===== config.mk =====
export PLATFORM = sky130hd
export DESIGN_NAME = multicart_bank_mapper_with_line_irq
export DESIGN_NICKNAME = d
export VERILOG_FILES = /design/src/mcbm_pkg.sv /design/src/multicart_bank_mapper_with_line_irq.sv
export SDC_FILE = /design/constraint.sdc
export NUM_CORES = 1
export LEC_CHECK = 0
export ABC_AREA = 1
export BUFFER_PORTS_ARGS = -buffer_cell sky130_fd_sc_hd__buf_2
export CORE_ASPECT_RATIO = 2
export CORE_MARGIN = 2
export CORE_UTILIZATION = 40
export DETAILED_ROUTE_END_ITERATION = 10
export GPL_ROUTABILITY_DRIVEN = 1
export PLACE_DENSITY = 0.58
export SYNTH_ARGS = -nofsm -noshare
export SYNTH_HDL_FRONTEND = slang
export SYNTH_SLANG_ARGS = --single-unit
export TNS_END_PERCENT = 10

===== constraint.sdc =====
create_clock -name clk -period 6.1 [get_ports clk]
set_input_delay 1.22 -clock clk [delete_from_list [all_inputs] [get_ports clk]]
set_output_delay 1.22 -clock clk [all_outputs]
set_load 0.02 [all_outputs]

===== src/mcbm_pkg.sv =====
// mcbm_pkg: types and constants of the multicart bank mapper with line irq
// holds item and result structs, register indexes and write decode codes
// no dependencies
`timescale 1ns / 1ps
`default_nettype none

package mcbm_pkg;

	localparam int CfgIndexWidth = 2;

	localparam logic [CfgIndexWidth-1:0] CFG_ALT_BOARD       = 2'd0;
	localparam logic [CfgIndexWidth-1:0] CFG_CHR_ROM_PRESENT = 2'd1;
	localparam logic [CfgIndexWidth-1:0] CFG_FOUR_SCREEN     = 2'd2;

	localparam logic KIND_CPU_WRITE = 1'b0;
	localparam logic KIND_LINE_TICK = 1'b1;

	localparam logic [15:0] ADDR_OUTER      = 16'h6000;
	localparam logic [15:0] ADDR_MASK       = 16'hE001;
	localparam logic [15:0] ADDR_CONTROL    = 16'h8000;
	localparam logic [15:0] ADDR_BANK_DATA  = 16'h8001;
	localparam logic [15:0] ADDR_MIRROR     = 16'hA000;
	localparam logic [15:0] ADDR_OUTER_HI   = 16'hA001;
	localparam logic [15:0] ADDR_IRQ_COUNT  = 16'hC000;
	localparam logic [15:0] ADDR_IRQ_RELOAD = 16'hC001;
	localparam logic [15:0] ADDR_IRQ_ACK    = 16'hE000;

	localparam logic [7:0] FIXED_BASE_ALT  = 8'd6;
	localparam logic [7:0] FIXED_BASE_STD  = 8'd14;
	localparam logic [2:0] OUTER_SPECIAL   = 3'd2;
	localparam logic [2:0] OUTER_CLAMP_IN  = 3'd7;
	localparam logic [2:0] OUTER_CLAMP_OUT = 3'd6;
	localparam logic [8:0] CHR_OUTER_STEP  = 9'd128;

	typedef struct packed {
		logic        kind;
		logic [15:0] cpu_address;
		logic [7:0]  write_data;
		logic        line_rendering;
		logic [15:0] prg_lookup_address;
		logic [12:0] chr_lookup_address;
	} item_t;

	typedef struct packed {
		logic [8:0] prg_page;
		logic [8:0] chr_page;
		logic       irq_line;
		logic       mirror_horizontal;
	} result_t;

endpackage

`default_nettype wire


===== src/multicart_bank_mapper_with_line_irq.sv =====
// multicart_bank_mapper_with_line_irq: mmc3 style bank mapper, outer bank, line irq
// one input register stage, state update and page translation, one result register
// depends on mcbm_pkg
//
//  channel | direction | handshake           | payload
//  item    | in        | item_valid/stall    | mcbm_pkg::item_t
//  result  | out       | result_valid/stall  | mcbm_pkg::result_t
//  cfg     | in        | cfg_valid/ready     | cfg_index, cfg_data
//
// an item passes the input register, then the result register; one item per cycle while the result side does not stall
// the mapper state updates as the item leaves the input register
// reset loads the power-on bank registers; no clearing pass
// item_stall rises only while both the input and result registers are full
// and the result side stalls; cfg_ready is always high
`timescale 1ns / 1ps
`default_nettype none

module multicart_bank_mapper_with_line_irq (
	input  wire                                  clk,
	input  wire                                  arst_n,
	input  wire                                  item_valid,
	output logic                                 item_stall,
	input  wire mcbm_pkg::item_t                 item,
	output logic                                 result_valid,
	input  wire                                  result_stall,
	output mcbm_pkg::result_t                    result,
	input  wire                                  cfg_valid,
	output logic                                 cfg_ready,
	input  wire [mcbm_pkg::CfgIndexWidth-1:0]    cfg_index,
	input  wire                                  cfg_data
);
	import mcbm_pkg::*;

	logic        alt_board_q;
	logic        chr_rom_q;
	logic        four_screen_q;

	logic        s1_valid;
	item_t       item_s1;
	logic        advance;

	logic [7:0]  control_q, control_d;
	logic [2:0]  outer_q, outer_d;
	logic [7:0]  prg_regs_q [2];
	logic [7:0]  prg_regs_d [2];
	logic [7:0]  chr_regs_q [6];
	logic [7:0]  chr_regs_d [6];
	logic        irq_en_q, irq_en_d;
	logic [7:0]  irq_count_q, irq_count_d;
	logic [7:0]  irq_reload_q, irq_reload_d;
	logic        irq_q, irq_d;
	logic        mirror_q, mirror_d;

	logic [15:0] masked_addr;
	logic [7:0]  count_dec;
	logic [1:0]  prg_slot;
	logic [7:0]  fixed_base;
	logic [7:0]  prg_inner;
	logic [2:0]  chr_slot;
	logic [2:0]  chr_idx;
	logic [8:0]  chr_inner;
	result_t     result_d;

	assign cfg_ready  = 1'b1;
	assign advance    = s1_valid && !(result_valid && result_stall);
	assign item_stall = s1_valid && result_valid && result_stall;

	// configuration registers
	always_ff @(posedge clk or negedge arst_n) begin
		if (!arst_n) begin
			alt_board_q   <= 1'b0;
			chr_rom_q     <= 1'b1;
			four_screen_q <= 1'b0;
		end else if (cfg_valid && cfg_ready) begin
			unique case (cfg_index)
				CFG_ALT_BOARD:       alt_board_q   <= cfg_data;
				CFG_CHR_ROM_PRESENT: chr_rom_q     <= cfg_data;
				CFG_FOUR_SCREEN:     four_screen_q <= cfg_data;
				default:             ;
			endcase
		end
	end

	// input register
	always_ff @(posedge clk or negedge arst_n) begin
		if (!arst_n) begin
			s1_valid <= 1'b0;
		end else if (!item_stall) begin
			s1_valid <= item_valid;
		end
	end

	always_ff @(posedge clk) begin
		if (!item_stall) begin
			item_s1 <= item;
		end
	end

	// next mapper state
	assign masked_addr = item_s1.cpu_address & ADDR_MASK;
	assign count_dec   = irq_count_q - 8'd1;

	always_comb begin
		control_d    = control_q;
		outer_d      = outer_q;
		prg_regs_d   = prg_regs_q;
		chr_regs_d   = chr_regs_q;
		irq_en_d     = irq_en_q;
		irq_count_d  = irq_count_q;
		irq_reload_d = irq_reload_q;
		irq_d        = irq_q;
		mirror_d     = mirror_q;
		if (item_s1.kind == KIND_CPU_WRITE) begin
			if (item_s1.cpu_address == ADDR_OUTER) begin
				if (alt_board_q) begin
					outer_d = {1'b0, item_s1.write_data[2:1]};
				end else begin
					outer_d = {1'b0, item_s1.write_data[0], 1'b0};
				end
			end else if (item_s1.cpu_address[15]) begin
				unique case (masked_addr)
					ADDR_CONTROL: control_d = item_s1.write_data;
					ADDR_BANK_DATA: begin
						priority if (control_q[2:1] == 2'b00) begin
							chr_regs_d[control_q[2:0]] = {item_s1.write_data[7:1], 1'b0};
						end else if (control_q[2:1] == 2'b11) begin
							prg_regs_d[control_q[0]] = item_s1.write_data;
						end else begin
							chr_regs_d[control_q[2:0]] = item_s1.write_data;
						end
					end
					ADDR_MIRROR: begin
						if (!four_screen_q) mirror_d = item_s1.write_data[0];
					end
					ADDR_OUTER_HI: begin
						if (item_s1.write_data[2:0] == OUTER_CLAMP_IN) begin
							outer_d = OUTER_CLAMP_OUT;
						end else begin
							outer_d = item_s1.write_data[2:0];
						end
					end
					ADDR_IRQ_COUNT:  irq_count_d  = item_s1.write_data;
					ADDR_IRQ_RELOAD: irq_reload_d = item_s1.write_data;
					ADDR_IRQ_ACK: begin
						irq_en_d = 1'b0;
						irq_d    = 1'b0;
					end
					default: irq_en_d = 1'b1;
				endcase
			end
		end else if (item_s1.line_rendering && irq_en_q) begin
			if (count_dec == 8'd0) begin
				irq_count_d = irq_reload_q;
				irq_d       = 1'b1;
			end else begin
				irq_count_d = count_dec;
			end
		end
	end

	// page translation from the updated state
	assign prg_slot   = item_s1.prg_lookup_address[14:13];
	assign fixed_base = (alt_board_q && outer_d != OUTER_SPECIAL) ? FIXED_BASE_ALT
		: FIXED_BASE_STD;
	assign chr_slot   = item_s1.chr_lookup_address[12:10] ^ {control_d[7], 2'b00};
	assign chr_idx    = chr_slot[2] ? (chr_slot - 3'd2) : {2'b00, chr_slot[1]};

	always_comb begin
		unique case (prg_slot)
			2'd1: prg_inner = prg_regs_d[1];
			2'd3: prg_inner = fixed_base + 8'd1;
			default: begin
				if ((prg_slot == 2'd0) != control_d[6]) begin
					prg_inner = prg_regs_d[0];
				end else begin
					prg_inner = fixed_base;
				end
			end
		endcase
	end

	always_comb begin
		chr_inner = {1'b0, chr_regs_d[chr_idx]};
		if (!chr_slot[2]) chr_inner = chr_inner + {8'd0, chr_slot[0]};
	end

	always_comb begin
		result_d.prg_page = {3'b000, outer_d, 3'b000} + {1'b0, prg_inner};
		result_d.chr_page = chr_rom_q ? (chr_inner + (outer_d[1] ? CHR_OUTER_STEP : 9'd0))
			: 9'd0;
		result_d.irq_line          = irq_d;
		result_d.mirror_horizontal = mirror_d;
	end

	// mapper state
	always_ff @(posedge clk or negedge arst_n) begin
		if (!arst_n) begin
			control_q     <= 8'd0;
			outer_q       <= 3'd0;
			prg_regs_q[0] <= 8'd0;
			prg_regs_q[1] <= 8'd1;
			chr_regs_q[0] <= 8'd0;
			chr_regs_q[1] <= 8'd2;
			chr_regs_q[2] <= 8'd4;
			chr_regs_q[3] <= 8'd5;
			chr_regs_q[4] <= 8'd6;
			chr_regs_q[5] <= 8'd7;
			irq_en_q      <= 1'b0;
			irq_count_q   <= 8'd0;
			irq_reload_q  <= 8'd0;
			irq_q         <= 1'b0;
			mirror_q      <= 1'b0;
		end else if (advance) begin
			control_q    <= control_d;
			outer_q      <= outer_d;
			prg_regs_q   <= prg_regs_d;
			chr_regs_q   <= chr_regs_d;
			irq_en_q     <= irq_en_d;
			irq_count_q  <= irq_count_d;
			irq_reload_q <= irq_reload_d;
			irq_q        <= irq_d;
			mirror_q     <= mirror_d;
		end
	end

	// result register
	always_ff @(posedge clk or negedge arst_n) begin
		if (!arst_n) begin
			result_valid <= 1'b0;
		end else if (advance) begin
			result_valid <= 1'b1;
		end else if (!result_stall) begin
			result_valid <= 1'b0;
		end
	end

	always_ff @(posedge clk) begin
		if (advance) begin
			result <= result_d;
		end
	end

	// checks
	assert property (@(posedge clk) disable iff (!arst_n)
		outer_q != OUTER_CLAMP_IN)
		else $error("outer bank holds the clamped code");

	assert property (@(posedge clk) disable iff (!arst_n)
		$rose(irq_q) |-> $past(advance && item_s1.kind == KIND_LINE_TICK))
		else $error("irq raised without a line tick");

	assert property (@(posedge clk) disable iff (!arst_n)
		(advance && item_s1.kind == KIND_CPU_WRITE && item_s1.cpu_address[15]
			&& masked_addr == ADDR_IRQ_ACK) |=> (!irq_q && !irq_en_q))
		else $error("irq acknowledge did not clear irq and enable");

	assert property (@(posedge clk) disable iff (!arst_n)
		item_stall |-> (s1_valid && result_valid))
		else $error("input stalled while a register stage was free");

endmodule

`default_nettype wire


==> metrics.txt <==
status finished, final reports clean; Clk pwr share roughly a third; skew final between 0.008 and 0.009 ns; count of cell types in the netlist 50; pwr dens ~370 nW/um^2; initial DRC count 343; Synth Area per Inst about 8.5 sq um; H-tree depth 4; final HPWL from detailed placement about 14000 um; CTS buffer count 17; Final min period 4.31 ns; fraction of layout cells with a size suffix above 1 around 17%; Startpoint Class flip-flop; CTS resizes 0; area of the core roughly 19000 sq um; Layout area overhead 13.5%; Clock transition at path regs 0.06 ns; CP delay by family, top buffers and inverters; Min Hold Slack 0.467 ns; CTS Buffer Depth 2; first drt pass iteration count 5; vias about 6300; Lkg Pwr ~4 nW; Net Sw Frac between 30% and 40%; Worst-Skew Late Latency between 0.4 and 0.5 ns; remaining global-route overflow 0; via/cell ratio approximately 5.1; worst hold path class flip-flop to flip-flop; Post-synth EDFFs 51; Final setup violation count 0; final core occ between 40% and 50%; P_int 2.14 mW; Logic pwr share about a quarter; slew margin rel. between 30% and 40%; CP max stage delay between 0.6 and 0.7 ns; Yosys warnings 0; Buffers on Ports 60; synthesized area a little under 8000 sq um; root buffer cell clkbuf_16; CP Class flip-flop to flip-flop; number of synthesized register bits between 100 and 150; gp weighted congestion 0.872; asr flop ratio synth between 60% and 70%; Synth top area share between 20 and 30%; WP data arrival between 4 and 5 ns; fin. max-slew vios 0; Seq pwr share 42.5%; CTS tree yes; Post-CTS Setup Inserts 0; fmax 232 MHz; CP Capture Type flip-flop; sequential area share after synthesis between 50% and 60%; commonest cells after routing, fill and taps aside nand2_1, o21ai_0, dfrtp_1; max cap viols 0; Layout Cells excl Fill approximately 1200; DRC Markers 0; first-pass GRT wire length ~32000 um; diodes inserted 0; Worst Path Required ~6.3 ns; post-detailed-route count of antenna-violating nets 0; final worst path period share 70.7%; Cells after DPL 1191; Setup TNS 0 ns; fin nets just over 1000; crit path max fanout 23; largest cells by area after synthesis dfrtp_1, edfxtp_1, nand2_1, o21ai_0, a21oi_1; Die H approximately 200 um; DIE WIDTH 102 um; I/O pins 86; vias in the first global route slightly above 6000; # clock sinks about 150; cts hold-fix bufs 0; area leader, netlist dfrtp_1; post-synthesis cell count 909; most used cell, CP inv_1; Syn Nets 981; routed length per instance ~16 um; pre-CTS setup slack about 1.8 ns; Core Rows 71; Slowest cell on crit path inv_1; CP bufs+invs 4; GRT Total Usage between 20% and 30%; initial antenna violation count 0; Hold Vio Cnt, Final 0; Slew @ Worst Pin roughly 1.0 ns; Synth Flop Type dfrtp_1; Initial Utilization ~40%; Total Wirelength 19800 um; Die ar. approximately 20000 sq um; largest net degree at the start of global routing roughly 110; Final WS setup around 1.8 ns; worst path cell trace inv_1 -> nand2_1 -> inv_2 -> nand4_1 -> o21ai_0 -> nor2_1 -> a21oi_1 -> o31ai_1 -> inv_1 -> ha_1 -> inv_1 -> fa_1 -> o21bai_1 -> nand2_1 -> xor2_1; switching power of the nets roughly 1.1 mW; commonest non-fill, non-tap cell in the layout nand2_1; unrepaired setup endpoints after global routing no; Max IR drop VDD about 0.00018 V
registers in the layout, summed over array words and instances (netlist names):
register       count
chr_regs_q        48
item_s1           31
prg_regs_q        16
mirror_q           1
result            20
alt_board_q        1
chr_rom_q          1
irq_q              1
control_q          5
irq_en_q           1
outer_q            3
s1_valid           1
result_valid       1
irq_reload_q       8
irq_count_q        8
four_screen_q      1
through the flow:
step	power [mW]	instance area, sq um
after detailed placement	2.16	8130
after global routing	3.39	8720
after global placement	2.14	8130
after CTS	3.22	8720
after floorplan	1.93	7690
final	3.19	8720
kinds of logic after synthesis:
family | count (synthesis) | share of synthesized area (%)
simple gates | 419 | 24.6
compound gates | 210 | 14.7
flops | 147 | 51.4
buf+inv | 113 | 6.58
xor+xnor | 10 | 1.14
fa+ha+maj | 9 | 1.56
other cells | 1 | 0.0488
power groups by stage:
stage | registers (mW) | logic [mW] | clock network [mW]
after floorplan | 1.36 | 0.566 | 0
after global placement | 1.37 | 0.771 | 0
after detailed placement | 1.37 | 0.784 | 0
after CTS | 1.36 | 0.787 | 1.08
after global routing | 1.38 | 0.890 | 1.12
final | 1.36 | 0.778 | 1.06
synthesized netlist by cell type, types with 2 or more instances:
library cell and instances:
dfrtp_1 85, inv_1 67, buf_6 8, o22a_1 2, dfstp_2 11, nand4_1 4, a31oi_1 7, o2111ai_1 2
nand2_4 9, a21oi_2 2, buf_2 4, o21ai_1 12, o22ai_1 2, buf_4 4, a22oi_1 2, ha_1 8
nor2_4 2, nand2_2 6, nand2_1 237, xor2_1 8, nand3_1 48, edfxtp_1 51, nor2_2 7, inv_2 7
a21oi_1 61, o211ai_1 2, xnor2_1 2, nor2_1 81, o21ai_0 110, nor3_1 7, clkbuf_1 21, nand3_2 12
worst register-to-register path, stage by stage (launching register included):
cell      delay (ns)
edfxtp_1        0.62
inv_1           0.69
nand2_1         0.23
inv_2           0.15
nand4_1         0.52
o21ai_0         0.45
nor2_1          0.07
a21oi_1         0.14
o31ai_1         0.09
inv_1           0.06
ha_1            0.15
inv_1           0.06
fa_1            0.45
o21bai_1        0.15
nand2_1         0.08
xor2_1          0.16
cell type report:
type                            count  area (sq um)
Fill cell                        1928         10100
Sequential cell                   147          3950
Multi-Input combinational cell    649          3240
Clock buffer                       18           429
Timing Repair Buffer               65           340
Tap cell                          255           319
Inverter                           75           283
Clock inverter                     14           163
metal layers:
layer	share of wire [%]	global-route usage (%)	routed length, um	vias up
li1	-	-	-	3112
met1	37	22.3	7350	2971
met2	54	37.4	10600	158
met3	3.4	3.41	668	43
met4	5.6	12.8	1120	0
met5	0	0	0	-
path summary, 6_finish.rpt:
check / from / end / slack [ns] / cells after the start
worst min register to register: chr_regs_q[1]$_DFFE_PN1P_ / chr_regs_q[1]$_DFFE_PN1P_ / 0.47 / 2
worst max-delay path: item_s1[54]$_DFFE_PN_ / result[18]$_DFFE_PP_ / 1.79 / 15
min in group asynchronous: arst_n / irq_count_q[6]$_DFFE_PN0P_ / 0.80 / 1
worst max register to register: item_s1[54]$_DFFE_PN_ / result[18]$_DFFE_PP_ / 1.79 / 15
worst min-delay path: chr_regs_q[1]$_DFFE_PN1P_ / chr_regs_q[1]$_DFFE_PN1P_ / 0.47 / 2
max in group asynchronous: arst_n / prg_regs_q[15]$_DFFE_PN0P_ / 4.18 / 2
(Power assumes the default switching activity.)
